## src/hw/rtl/asgc_pkg.sv

```systemverilog
// Shared widths, register indexes and reset values for the shift gain control block.
package asgc_pkg;

	localparam int unsigned WORD_W     = 32;
	localparam int unsigned SAMPLE_W   = 24;
	localparam int unsigned THRESH_W   = 31;
	localparam int unsigned PERIOD_W   = 16;
	localparam int unsigned HR_W       = 5;
	localparam int unsigned VOTES_W    = 8;
	localparam int unsigned SHIFT_W    = 5;
	localparam int unsigned CNT_W      = 6;
	localparam int unsigned CFG_IDX_W  = 3;
	localparam int unsigned CFG_DATA_W = 31;

	typedef enum logic [CFG_IDX_W-1:0] {
		CFG_SHIFT_THRESHOLD  = 3'd0,
		CFG_PERIOD_SAMPLES   = 3'd1,
		CFG_DESIRED_HEADROOM = 3'd2,
		CFG_HYSTERESIS_BITS  = 3'd3,
		CFG_RAISE_PERIODS    = 3'd4,
		CFG_MAX_SHIFT        = 3'd5
	} cfg_index_t;

	localparam logic [THRESH_W-1:0] THRESHOLD_RST = 31'd0;
	localparam logic [PERIOD_W-1:0] PERIOD_RST    = 16'd320;
	localparam logic [HR_W-1:0]     DESIRED_RST   = 5'd1;
	localparam logic [HR_W-1:0]     HYST_RST      = 5'd1;
	localparam logic [VOTES_W-1:0]  RAISE_RST     = 8'd10;
	localparam logic [SHIFT_W-1:0]  MAX_SHIFT_RST = 5'd12;

	localparam logic [SHIFT_W-1:0]  SHIFT_DEFAULT = 5'd0;
	localparam logic [CNT_W-1:0]    HEADROOM_TOP  = 6'd63;
	// magnitude never exceeds 2^23, so bits 30..24 are always unused
	localparam logic [CNT_W-1:0]    HEADROOM_FLOOR = 6'd7;

endpackage

```

## src/hw/rtl/asgc_ifs.sv

```systemverilog
// Valid/ready channel interfaces for the sample input and the gained result output.
interface asgc_in_if;
	logic                          valid;
	logic                          ready;
	logic [asgc_pkg::WORD_W-1:0]   raw_word;

	modport source (output valid, output raw_word, input ready);
	modport sink   (input valid, input raw_word, output ready);
endinterface

interface asgc_out_if;
	logic                               valid;
	logic                               ready;
	logic signed [asgc_pkg::WORD_W-1:0] gained_sample;
	logic [asgc_pkg::SHIFT_W-1:0]       gain_shift;

	modport source (output valid, output gained_sample, output gain_shift, input ready);
	modport sink   (input valid, input gained_sample, input gain_shift, output ready);
endinterface

```

## src/hw/rtl/audio_shift_gain_control.sv

```systemverilog
// Shift-based automatic gain control: one audio word in, one gained sample out.
//
// Usage:
//   sample_ch carries one 32-bit audio word per beat; bits 31..8 hold a signed
//   24-bit sample. result_ch returns one beat per input beat: the sign-extended
//   sample, shifted left by the gain in force if its magnitude is above the
//   threshold, and the gain shift after this sample's update.
//   Registers are written through cfg_we / cfg_index / cfg_data, by the user only
//   while the block is idle (the block does not enforce it). Unknown indexes are ignored.
// Timing:
//   Each beat passes the input register, then the result register; while
//   result_ch is held off, a beat can wait in either register.
//   Throughput is one sample per cycle while result_ch is ready; the gain state loop
//   (leading-zero count, minimum, period update) is combinational between its registers.
// Reset:
//   arst_n clears both stages, loads the register defaults, sets the gain to
//   its default, the headroom minimum to 63 and the period and vote counters
//   to zero.
// Stall:
//   While result_ch is held off the result register holds its beat; the input
//   register still takes one more beat if it is empty, then sample_ch.ready drops.
module audio_shift_gain_control (
	input  logic                               clk,
	input  logic                               arst_n,
	input  logic                               cfg_we,
	input  logic [asgc_pkg::CFG_IDX_W-1:0]     cfg_index,
	input  logic [asgc_pkg::CFG_DATA_W-1:0]    cfg_data,
	asgc_in_if.sink                            sample_ch,
	asgc_out_if.source                         result_ch
);

	// configuration
	logic [asgc_pkg::THRESH_W-1:0] threshold_q;
	logic [asgc_pkg::PERIOD_W-1:0] period_samples_q;
	logic [asgc_pkg::HR_W-1:0]     desired_q;
	logic [asgc_pkg::HR_W-1:0]     hyst_q;
	logic [asgc_pkg::VOTES_W-1:0]  raise_periods_q;
	logic [asgc_pkg::SHIFT_W-1:0]  max_shift_q;

	// gain state
	logic [asgc_pkg::SHIFT_W-1:0]  current_shift_q;
	logic [asgc_pkg::CNT_W-1:0]    headroom_min_q;
	logic [asgc_pkg::PERIOD_W-1:0] period_count_q;
	logic [asgc_pkg::VOTES_W-1:0]  raise_votes_q;

	// pipeline
	logic                               valid_s1;
	logic [asgc_pkg::WORD_W-1:0]        raw_word_s1;
	logic                               valid_s2;
	logic signed [asgc_pkg::WORD_W-1:0] gained_s2;
	logic [asgc_pkg::SHIFT_W-1:0]       shift_s2;

	logic                               adv;
	logic                               take_in;
	logic                               neg;
	logic [asgc_pkg::SAMPLE_W-1:0]      mag;
	logic [asgc_pkg::CNT_W-1:0]         unused;
	logic signed [asgc_pkg::WORD_W-1:0] sample;
	logic signed [asgc_pkg::WORD_W-1:0] gained;
	logic                               above;
	logic [asgc_pkg::CNT_W-1:0]         hm_min;
	logic [asgc_pkg::CNT_W-1:0]         hm_relax;
	logic [asgc_pkg::PERIOD_W-1:0]      pc_inc;
	logic                               period_end;
	logic [asgc_pkg::SHIFT_W-1:0]       cs_cap;
	logic [asgc_pkg::CNT_W-1:0]         diff;
	logic [asgc_pkg::CNT_W-1:0]         raise_lim;
	logic [asgc_pkg::VOTES_W:0]         votes;
	logic [asgc_pkg::SHIFT_W-1:0]       cs_next;
	logic [asgc_pkg::VOTES_W-1:0]       rv_next;
	logic [asgc_pkg::CNT_W-1:0]         hm_next;
	logic [asgc_pkg::PERIOD_W-1:0]      pc_next;

	// unused magnitude bits counted from bit 30 down; 31 for zero
	function automatic logic [asgc_pkg::CNT_W-1:0] lead_unused(
		input logic [asgc_pkg::SAMPLE_W-1:0] m
	);
		logic [asgc_pkg::CNT_W-1:0] cnt;
		cnt = 6'd31;
		for (int i = 0; i < asgc_pkg::SAMPLE_W; i++) begin
			if (m[i]) begin
				cnt = 6'(30 - i);
			end
		end
		return cnt;
	endfunction

	assign adv             = valid_s1 && (!valid_s2 || result_ch.ready);
	assign sample_ch.ready = !valid_s1 || adv;
	assign take_in         = sample_ch.valid && sample_ch.ready;

	assign result_ch.valid         = valid_s2;
	assign result_ch.gained_sample = gained_s2;
	assign result_ch.gain_shift    = shift_s2;

	always_comb begin
		neg    = raw_word_s1[31];
		sample = {{8{raw_word_s1[31]}}, raw_word_s1[31:8]};
		mag    = neg ? (~raw_word_s1[31:8] + 24'd1) : raw_word_s1[31:8];
		unused = lead_unused(mag);
		above  = {7'd0, mag} > threshold_q;
		gained = above ? (sample <<< current_shift_q) : sample;

		hm_min     = (unused < headroom_min_q) ? unused : headroom_min_q;
		hm_relax   = (hm_min < asgc_pkg::HEADROOM_TOP) ? hm_min + 6'd1 : hm_min;
		pc_inc     = period_count_q + 16'd1;
		period_end = pc_inc >= period_samples_q;

		// cap at the period minimum, then a step down, a vote or a rise by one
		cs_cap    = ({1'b0, current_shift_q} > hm_min) ? hm_min[4:0] : current_shift_q;
		diff      = hm_min - {1'b0, cs_cap};
		raise_lim = {1'b0, desired_q} + {1'b0, hyst_q};
		votes     = {1'b0, raise_votes_q} + 9'd1;

		cs_next = current_shift_q;
		rv_next = raise_votes_q;
		hm_next = hm_min;
		pc_next = pc_inc;
		if (period_end) begin
			pc_next = '0;
			hm_next = hm_relax;
			cs_next = cs_cap;
			if (diff > raise_lim && cs_cap < max_shift_q) begin
				if (votes > {1'b0, raise_periods_q}) begin
					cs_next = cs_cap + 5'd1;
					rv_next = '0;
				end else begin
					rv_next = votes[7:0];
				end
			end else if (diff < {1'b0, desired_q} && cs_cap != '0) begin
				cs_next = cs_cap - 5'd1;
				rv_next = '0;
			end
		end
	end

	always_ff @(posedge clk or negedge arst_n) begin
		if (!arst_n) begin
			threshold_q      <= asgc_pkg::THRESHOLD_RST;
			period_samples_q <= asgc_pkg::PERIOD_RST;
			desired_q        <= asgc_pkg::DESIRED_RST;
			hyst_q           <= asgc_pkg::HYST_RST;
			raise_periods_q  <= asgc_pkg::RAISE_RST;
			max_shift_q      <= asgc_pkg::MAX_SHIFT_RST;
		end else if (cfg_we) begin
			case (cfg_index)
				asgc_pkg::CFG_SHIFT_THRESHOLD:  threshold_q      <= cfg_data;
				asgc_pkg::CFG_PERIOD_SAMPLES:   period_samples_q <= cfg_data[15:0];
				asgc_pkg::CFG_DESIRED_HEADROOM: desired_q        <= cfg_data[4:0];
				asgc_pkg::CFG_HYSTERESIS_BITS:  hyst_q           <= cfg_data[4:0];
				asgc_pkg::CFG_RAISE_PERIODS:    raise_periods_q  <= cfg_data[7:0];
				asgc_pkg::CFG_MAX_SHIFT:        max_shift_q      <= cfg_data[4:0];
				default: ;
			endcase
		end
	end

	always_ff @(posedge clk or negedge arst_n) begin
		if (!arst_n) begin
			current_shift_q <= asgc_pkg::SHIFT_DEFAULT;
			headroom_min_q  <= asgc_pkg::HEADROOM_TOP;
			period_count_q  <= '0;
			raise_votes_q   <= '0;
		end else if (adv) begin
			current_shift_q <= cs_next;
			headroom_min_q  <= hm_next;
			period_count_q  <= pc_next;
			raise_votes_q   <= rv_next;
		end
	end

	always_ff @(posedge clk or negedge arst_n) begin
		if (!arst_n) begin
			valid_s1 <= 1'b0;
			valid_s2 <= 1'b0;
		end else begin
			valid_s1 <= take_in || (valid_s1 && !adv);
			valid_s2 <= adv || (valid_s2 && !result_ch.ready);
		end
	end

	always_ff @(posedge clk) begin
		if (take_in) begin
			raw_word_s1 <= sample_ch.raw_word;
		end
		if (adv) begin
			gained_s2 <= gained;
			shift_s2  <= cs_next;
		end
	end

	// a beat only moves into the result register when that slot is free
	a_adv_slot_free: assert property (@(posedge clk) disable iff (!arst_n)
		adv |-> (!valid_s2 || result_ch.ready))
		else $error("input stage advanced into an occupied result register");

	// gain state changes only with a beat moving through
	a_shift_stable: assert property (@(posedge clk) disable iff (!arst_n)
		!adv |=> $stable(current_shift_q) && $stable(period_count_q))
		else $error("gain state changed without a beat");

	// no sample has fewer than seven unused bits
	a_headroom_floor: assert property (@(posedge clk) disable iff (!arst_n)
		headroom_min_q >= asgc_pkg::HEADROOM_FLOOR)
		else $error("headroom minimum below the magnitude floor");

	// empty input stage must always accept
	a_ready_when_empty: assert property (@(posedge clk) disable iff (!arst_n)
		!valid_s1 |-> sample_ch.ready)
		else $error("input stage empty but not ready");

	// result register shows the gain held in the state register after its update
	a_shift_matches: assert property (@(posedge clk) disable iff (!arst_n)
		adv |=> shift_s2 == current_shift_q)
		else $error("reported gain shift differs from the gain state");

endmodule
```

## src/flat_wrapper.sv

```systemverilog
// flat-port wrapper written by rule: the top's interface ports become plain ports
module audio_shift_gain_control_flat 
  (clk, arst_n, cfg_we, cfg_index, cfg_data, sample_ch_valid, sample_ch_raw_word, sample_ch_ready, result_ch_valid, result_ch_gained_sample, result_ch_gain_shift, result_ch_ready);
  asgc_in_if sample_ch_i ();
  asgc_out_if result_ch_i ();
  input  logic clk;
  input  logic arst_n;
  input  logic cfg_we;
  input  logic [asgc_pkg::CFG_IDX_W-1:0] cfg_index;
  input  logic [asgc_pkg::CFG_DATA_W-1:0] cfg_data;
  input wire logic [$bits(sample_ch_i.valid)-1:0] sample_ch_valid;
  input wire logic [$bits(sample_ch_i.raw_word)-1:0] sample_ch_raw_word;
  output wire logic [$bits(sample_ch_i.ready)-1:0] sample_ch_ready;
  output wire logic [$bits(result_ch_i.valid)-1:0] result_ch_valid;
  output wire logic [$bits(result_ch_i.gained_sample)-1:0] result_ch_gained_sample;
  output wire logic [$bits(result_ch_i.gain_shift)-1:0] result_ch_gain_shift;
  input wire logic [$bits(result_ch_i.ready)-1:0] result_ch_ready;
  assign sample_ch_i.valid = sample_ch_valid;
  assign sample_ch_i.raw_word = sample_ch_raw_word;
  assign sample_ch_ready = sample_ch_i.ready;
  assign result_ch_valid = result_ch_i.valid;
  assign result_ch_gained_sample = result_ch_i.gained_sample;
  assign result_ch_gain_shift = result_ch_i.gain_shift;
  assign result_ch_i.ready = result_ch_ready;
  audio_shift_gain_control u_core (.clk(clk), .arst_n(arst_n), .cfg_we(cfg_we), .cfg_index(cfg_index), .cfg_data(cfg_data), .sample_ch(sample_ch_i), .result_ch(result_ch_i));
endmodule
```

## config.mk

```make
export PLATFORM = sky130hd
export DESIGN_NAME = audio_shift_gain_control_flat
export DESIGN_NICKNAME = d
export VERILOG_FILES = /design/src/hw/rtl/asgc_pkg.sv /design/src/hw/rtl/asgc_ifs.sv /design/src/hw/rtl/audio_shift_gain_control.sv /design/src/flat_wrapper.sv
export SDC_FILE = /design/constraint.sdc
export NUM_CORES = 1
export LEC_CHECK = 0
export BUFFER_PORTS_ARGS = -buffer_cell sky130_fd_sc_hd__buf_4
export CAP_MARGIN = 20
export CORE_MARGIN = 4
export CORE_UTILIZATION = 66
export CTS_CLUSTER_SIZE = 14
export DETAILED_ROUTE_END_ITERATION = 8
export MAX_ROUTING_LAYER = met4
export PLACE_DENSITY = 0.87
export SLEW_MARGIN = 20
export SYNTH_ARGS = -nofsm -noshare
export SYNTH_HDL_FRONTEND = slang
export SYNTH_SLANG_ARGS = --single-unit
```

## constraint.sdc

```tcl
create_clock -name clk -period 21.2 [get_ports clk]
set_clock_uncertainty 0.1 [all_clocks]
set_input_delay 2.12 -clock clk [delete_from_list [all_inputs] [get_ports clk]]
set_output_delay 2.12 -clock clk [all_outputs]
set_load 0.02 [all_outputs]
```

==> report_table.html <==
<table>
<tr><th>Metric</th><th>Value</th></tr>
<tr><th colspan="2">Status</th></tr>
<tr><td>Result of the run</td><td>finished, final reports clean</td></tr>
<tr><th colspan="2">STA</th></tr>
<tr><td>Setup violation total in the final timing report</td><td>0</td></tr>
<tr><td>Unrepaired setup endpoints after global routing</td><td>false</td></tr>
<tr><td>Number of hold-slack violations in the final timing report</td><td>0</td></tr>
<tr><td>Max-slew violations</td><td>0</td></tr>
<tr><td>Post-route fraction of the period consumed by the critical path</td><td>0.555</td></tr>
<tr><td>Tightest slew margin relative to the limit</td><td>0.378</td></tr>
<tr><td>Upper clock frequency limit</td><td>85.0 MHz</td></tr>
<tr><td>Sum of negative setup slack</td><td>0 ns</td></tr>
<tr><td>Worst-margin pin slew</td><td>0.930 ns</td></tr>
<tr><td>Shortest period the worst path allows</td><td>11.77 ns</td></tr>
<tr><td>Setup slack of the critical path after layout</td><td>9.43 ns</td></tr>
<tr><th colspan="2">Drt</th></tr>
<tr><td>Detailed-route via count</td><td>10700</td></tr>
<tr><td>Routed length per instance</td><td>20.0 um</td></tr>
<tr><td>Vias per inst</td><td>6.63</td></tr>
<tr><td>Number of DRC markers in iteration 0</td><td>1278</td></tr>
<tr><td>DRT Pass-1 Iters</td><td>6</td></tr>
<tr><td>Aggregate routed wire length</td><td>32400 um</td></tr>
<tr><td>Post-detailed-route DRC marker count</td><td>0</td></tr>
<tr><td>Final ANT Viol Nets</td><td>0</td></tr>
<tr><th colspan="2">Yosys</th></tr>
<tr><td>Cell taking the most area after synthesis</td><td>sky130_fd_sc_hd__dfrtp_1</td></tr>
<tr><td>#FFs+latches synth</td><td>168</td></tr>
<tr><td>Number of flops mapped to enable cells by yosys</td><td>61</td></tr>
<tr><td>Ranking of synthesized cells by area</td><td>sky130_fd_sc_hd__dfrtp_1, sky130_fd_sc_hd__edfxtp_1, sky130_fd_sc_hd__ha_1</td></tr>
<tr><td>Synth Cell Area</td><td>12200 um^2</td></tr>
<tr><td>Flip-flop cell with the highest count after synthesis</td><td>sky130_fd_sc_hd__dfrtp_1</td></tr>
<tr><td>Number of warnings printed during yosys synthesis</td><td>0</td></tr>
<tr><td>Ys async rst share</td><td>0.637</td></tr>
<tr><td>Synthesized net count</td><td>1486</td></tr>
<tr><td>Post-synth top area share</td><td>0.190</td></tr>
<tr><td>Number of different library cells in the post-synthesis netlist</td><td>90</td></tr>
<tr><td>Mean area per synthesized cell</td><td>9.21 um^2</td></tr>
<tr><td>Leading cell types by count after synthesis</td><td>sky130_fd_sc_hd__nand2_1, sky130_fd_sc_hd__o21ai_0, sky130_fd_sc_hd__dfrtp_1</td></tr>
<tr><td>Most numerous cell in the Yosys netlist</td><td>sky130_fd_sc_hd__nand2_1</td></tr>
<tr><td>Gate Count Post-Synth</td><td>1327</td></tr>
<tr><td>Sequential fraction of the synthesis area</td><td>0.371</td></tr>
<tr><th colspan="2">Global route</th></tr>
<tr><td>Aggregate global-route resource usage</td><td>0.326</td></tr>
<tr><td>Number of antenna violations at the first check in global routing</td><td>0</td></tr>
<tr><td>Total gr overflow</td><td>0</td></tr>
<tr><td>Vias in the first global route</td><td>10300</td></tr>
<tr><td>First-pass GRT wire length</td><td>52000 um</td></tr>
<tr><td>Maximum number of pins on one net before global-route repair</td><td>64</td></tr>
<tr><th colspan="2">Critical path</th></tr>
<tr><td>Library cell appearing most often on the critical path</td><td>sky130_fd_sc_hd__ha_1</td></tr>
<tr><td>Worst EP required</td><td>21.49 ns</td></tr>
<tr><td>Capturing element type of the critical path</td><td>register</td></tr>
<tr><td>Type of origin of the critical path</td><td>register</td></tr>
<tr><td>Reg2reg path depth</td><td>37</td></tr>
<tr><td>Peak fanout along the critical path</td><td>16</td></tr>
<tr><td>Critical path type</td><td>reg -&gt; reg</td></tr>
<tr><td>Data arrival time of the critical path</td><td>12.06 ns</td></tr>
<tr><td>Worst path slowest cell</td><td>sky130_fd_sc_hd__a2111oi_0</td></tr>
<tr><td>Delay of the slowest critical-path stage</td><td>0.72 ns</td></tr>
<tr><th colspan="2">Die</th></tr>
<tr><td>Number of placement rows</td><td>49</td></tr>
<tr><td>Die H</td><td>144 um</td></tr>
<tr><td>Overall die width</td><td>144 um</td></tr>
<tr><td>Number of top-level pins</td><td>110</td></tr>
<tr><td>Core ar.</td><td>18100 um^2</td></tr>
<tr><td>Starting density of the core</td><td>0.675</td></tr>
<tr><td>Area of the die</td><td>20800 um^2</td></tr>
<tr><th colspan="2">CTS</th></tr>
<tr><td>Clock sink count</td><td>168</td></tr>
<tr><td>Maximum buffer depth of the clock tree</td><td>2</td></tr>
<tr><td>Setup repair bufs after CTS</td><td>0</td></tr>
<tr><td>Hold-fix buffers, CTS</td><td>0</td></tr>
<tr><td>Clk_lat worst skew</td><td>0.45 ns</td></tr>
<tr><td>H-tree levels</td><td>4</td></tr>
<tr><td>Total CTS buffers</td><td>17</td></tr>
<tr><td>CTS clk-pin slew, worst paths</td><td>0.07 ns</td></tr>
<tr><td>Clock root buffer</td><td>sky130_fd_sc_hd__clkbuf_16</td></tr>
<tr><td>Post_cts resized</td><td>0</td></tr>
<tr><td>CTS tree</td><td>done</td></tr>
<tr><th colspan="2">Finish</th></tr>
<tr><td>Share of layout cells above drive strength 1</td><td>0.178</td></tr>
<tr><td>Ant. Diodes</td><td>0</td></tr>
<tr><td>Synth-to-layout area growth</td><td>11.5%</td></tr>
<tr><td>Total number of nets in the final design</td><td>1534</td></tr>
<tr><td>Design Area, Final</td><td>13600 um^2</td></tr>
<tr><th colspan="2">Power</th></tr>
<tr><td>Maximum VDD drop</td><td>0.0698 mV</td></tr>
<tr><td>Final total power</td><td>1.22 mW</td></tr>
<tr><td>Power Density</td><td>89.5 nW/um^2</td></tr>
<tr><td>Static power due to leakage</td><td>5.96 nW</td></tr>
<tr><th colspan="2">Place</th></tr>
<tr><td>HPWL Detailed</td><td>22500 um</td></tr>
<tr><td>RD Place Congestion</td><td>1.01</td></tr>
<tr><td>Port Buffers</td><td>101</td></tr>
<tr><td>Pre-CTS worst setup slack</td><td>9.63 ns</td></tr>
<tr><td>Placement-stage cell area</td><td>13000 um^2</td></tr>
<tr><th colspan="2">Worst hold path</th></tr>
<tr><td>Type of the most critical hold path</td><td>reg -&gt; reg</td></tr>
<tr><td>Hold Path Stages</td><td>2</td></tr>
<tr><th colspan="2">Job</th></tr>
<tr><td>Count of max-cap constraint violations</td><td>0</td></tr>
</table>
[per-stage QoR]
| stage | instances | util | hold WS [ns] |
|---|---|---|---|
| 6_report | 1617 | 0.753 | 0.382 |
| 5_1_grt | 1617 | 0.753 | 0.409 |
| 4_1_cts | 1617 | 0.753 | 0.379 |
| 3_3_place_gp | 1585 | 0.720 | 0.361 |
| 3_5_place_dp | 1585 | 0.720 | 0.367 |
| 2_1_floorplan | 1327 | - | 0.348 |
[state kept, by name, summed over array words and instances, names as in the netlist]
name and count:
u_core.result_ch.gained_sample 32, u_core.desired_q 5, u_core.threshold_q 31, u_core.result_ch.gain_shift 5
u_core.raise_periods_q 8, u_core.max_shift_q 5, u_core.raise_votes_q 8, u_core.current_shift_q 5
u_core.headroom_min_q 6, u_core.hyst_q 5, u_core.raw_word_s1 24, u_core.valid_s1 1
u_core.period_samples_q 16, u_core.period_count_q 16, u_core.result_ch.valid 1
[worst paths after layout]
kind	start	end	slack [ns]
min	u_core.headroom_min_q[4]$_DFFE_PN1P_	u_core.headroom_min_q[4]$_DFFE_PN1P_	0.38
max	u_core.raw_word_s1[15]$_DFFE_PP_	u_core.raise_votes_q[2]$_DFFE_PN0P_	9.43
max in group asynchronous	arst_n	u_core.threshold_q[2]$_DFFE_PN0P_	18.22
max reg2reg	u_core.raw_word_s1[15]$_DFFE_PP_	u_core.raise_votes_q[2]$_DFFE_PN0P_	9.43
min in group asynchronous	arst_n	u_core.period_count_q[9]$_DFFE_PN0P_	1.56
min reg2reg	u_core.headroom_min_q[4]$_DFFE_PN1P_	u_core.headroom_min_q[4]$_DFFE_PN1P_	0.38
[cells in the final DEF (no fill, tap or decap), types with 16 or more instances in the layout]
cell / instances
sky130_fd_sc_hd__mux2_2: 40
sky130_fd_sc_hd__nand2_1: 172
sky130_fd_sc_hd__o21ai_0: 123
sky130_fd_sc_hd__mux2i_1: 29
sky130_fd_sc_hd__inv_1: 87
sky130_fd_sc_hd__xnor2_1: 30
sky130_fd_sc_hd__ha_1: 86
sky130_fd_sc_hd__clkbuf_16: 17
sky130_fd_sc_hd__a211oi_1: 17
sky130_fd_sc_hd__nor2_1: 44
sky130_fd_sc_hd__nand3_1: 27
sky130_fd_sc_hd__dfrtp_1: 93
sky130_fd_sc_hd__a21oi_1: 50
sky130_fd_sc_hd__edfxtp_1: 61
sky130_fd_sc_hd__buf_4: 114
sky130_fd_sc_hd__o21a_1: 16
sky130_fd_sc_hd__xor2_1: 19
sky130_fd_sc_hd__o31ai_1: 29
sky130_fd_sc_hd__a21o_1: 28
sky130_fd_sc_hd__nor3_1: 32
[where the power goes]
part           internal, mW  total, mW  switching (mW)
sequential            0.389      0.424          0.0356
combinational         0.198      0.475           0.276
clock                 0.168      0.321           0.152
[area by class of cell]
class / count / area, um^2
clock buffer: 17 / 425
clock inverter: 15 / 169
fill: 1237 / 4460
inverter: 92 / 345
multi-input combinational: 982 / 7020
sequential: 168 / 4530
tap: 229 / 287
timing repair buffer: 114 / 856
[cells by family (layout without fill, tap and decap cells)]
logic type,count (synthesis),in the layout,share of synthesized area
simple gates,403,403,0.167
mux,82,82,0.0839
compound gates,359,359,0.195
buf+inv,177,238,0.0560
fa+ha+maj,88,88,0.0914
xor+xnor,50,50,0.0365
flops,168,168,0.371
[worst max-delay path: cells and delay by family, from the launching register on]
| family | cells | cell delay, ns |
|---|---|---|
| and+or+nand+nor | 13 | 4.38 |
| muxes | 2 | 0.80 |
| adders and majority gates | 5 | 1.55 |
| buffers and inverters | 2 | 0.16 |
| AOI/OAI and AO/OA | 14 | 3.86 |
| xor gates and xnor gates | 1 | 0.18 |
| DFF | 1 | 0.68 |
[metal layers]
metal,up-vias,track usage,share of wire
li1,4942,-,-
met1,5093,0.409,0.40
met2,561,0.516,0.48
met3,120,0.0612,0.086
met4,0,0.146,0.040
met5,-,-,0
No activity file was read; power rests on OpenSTA's default activity.
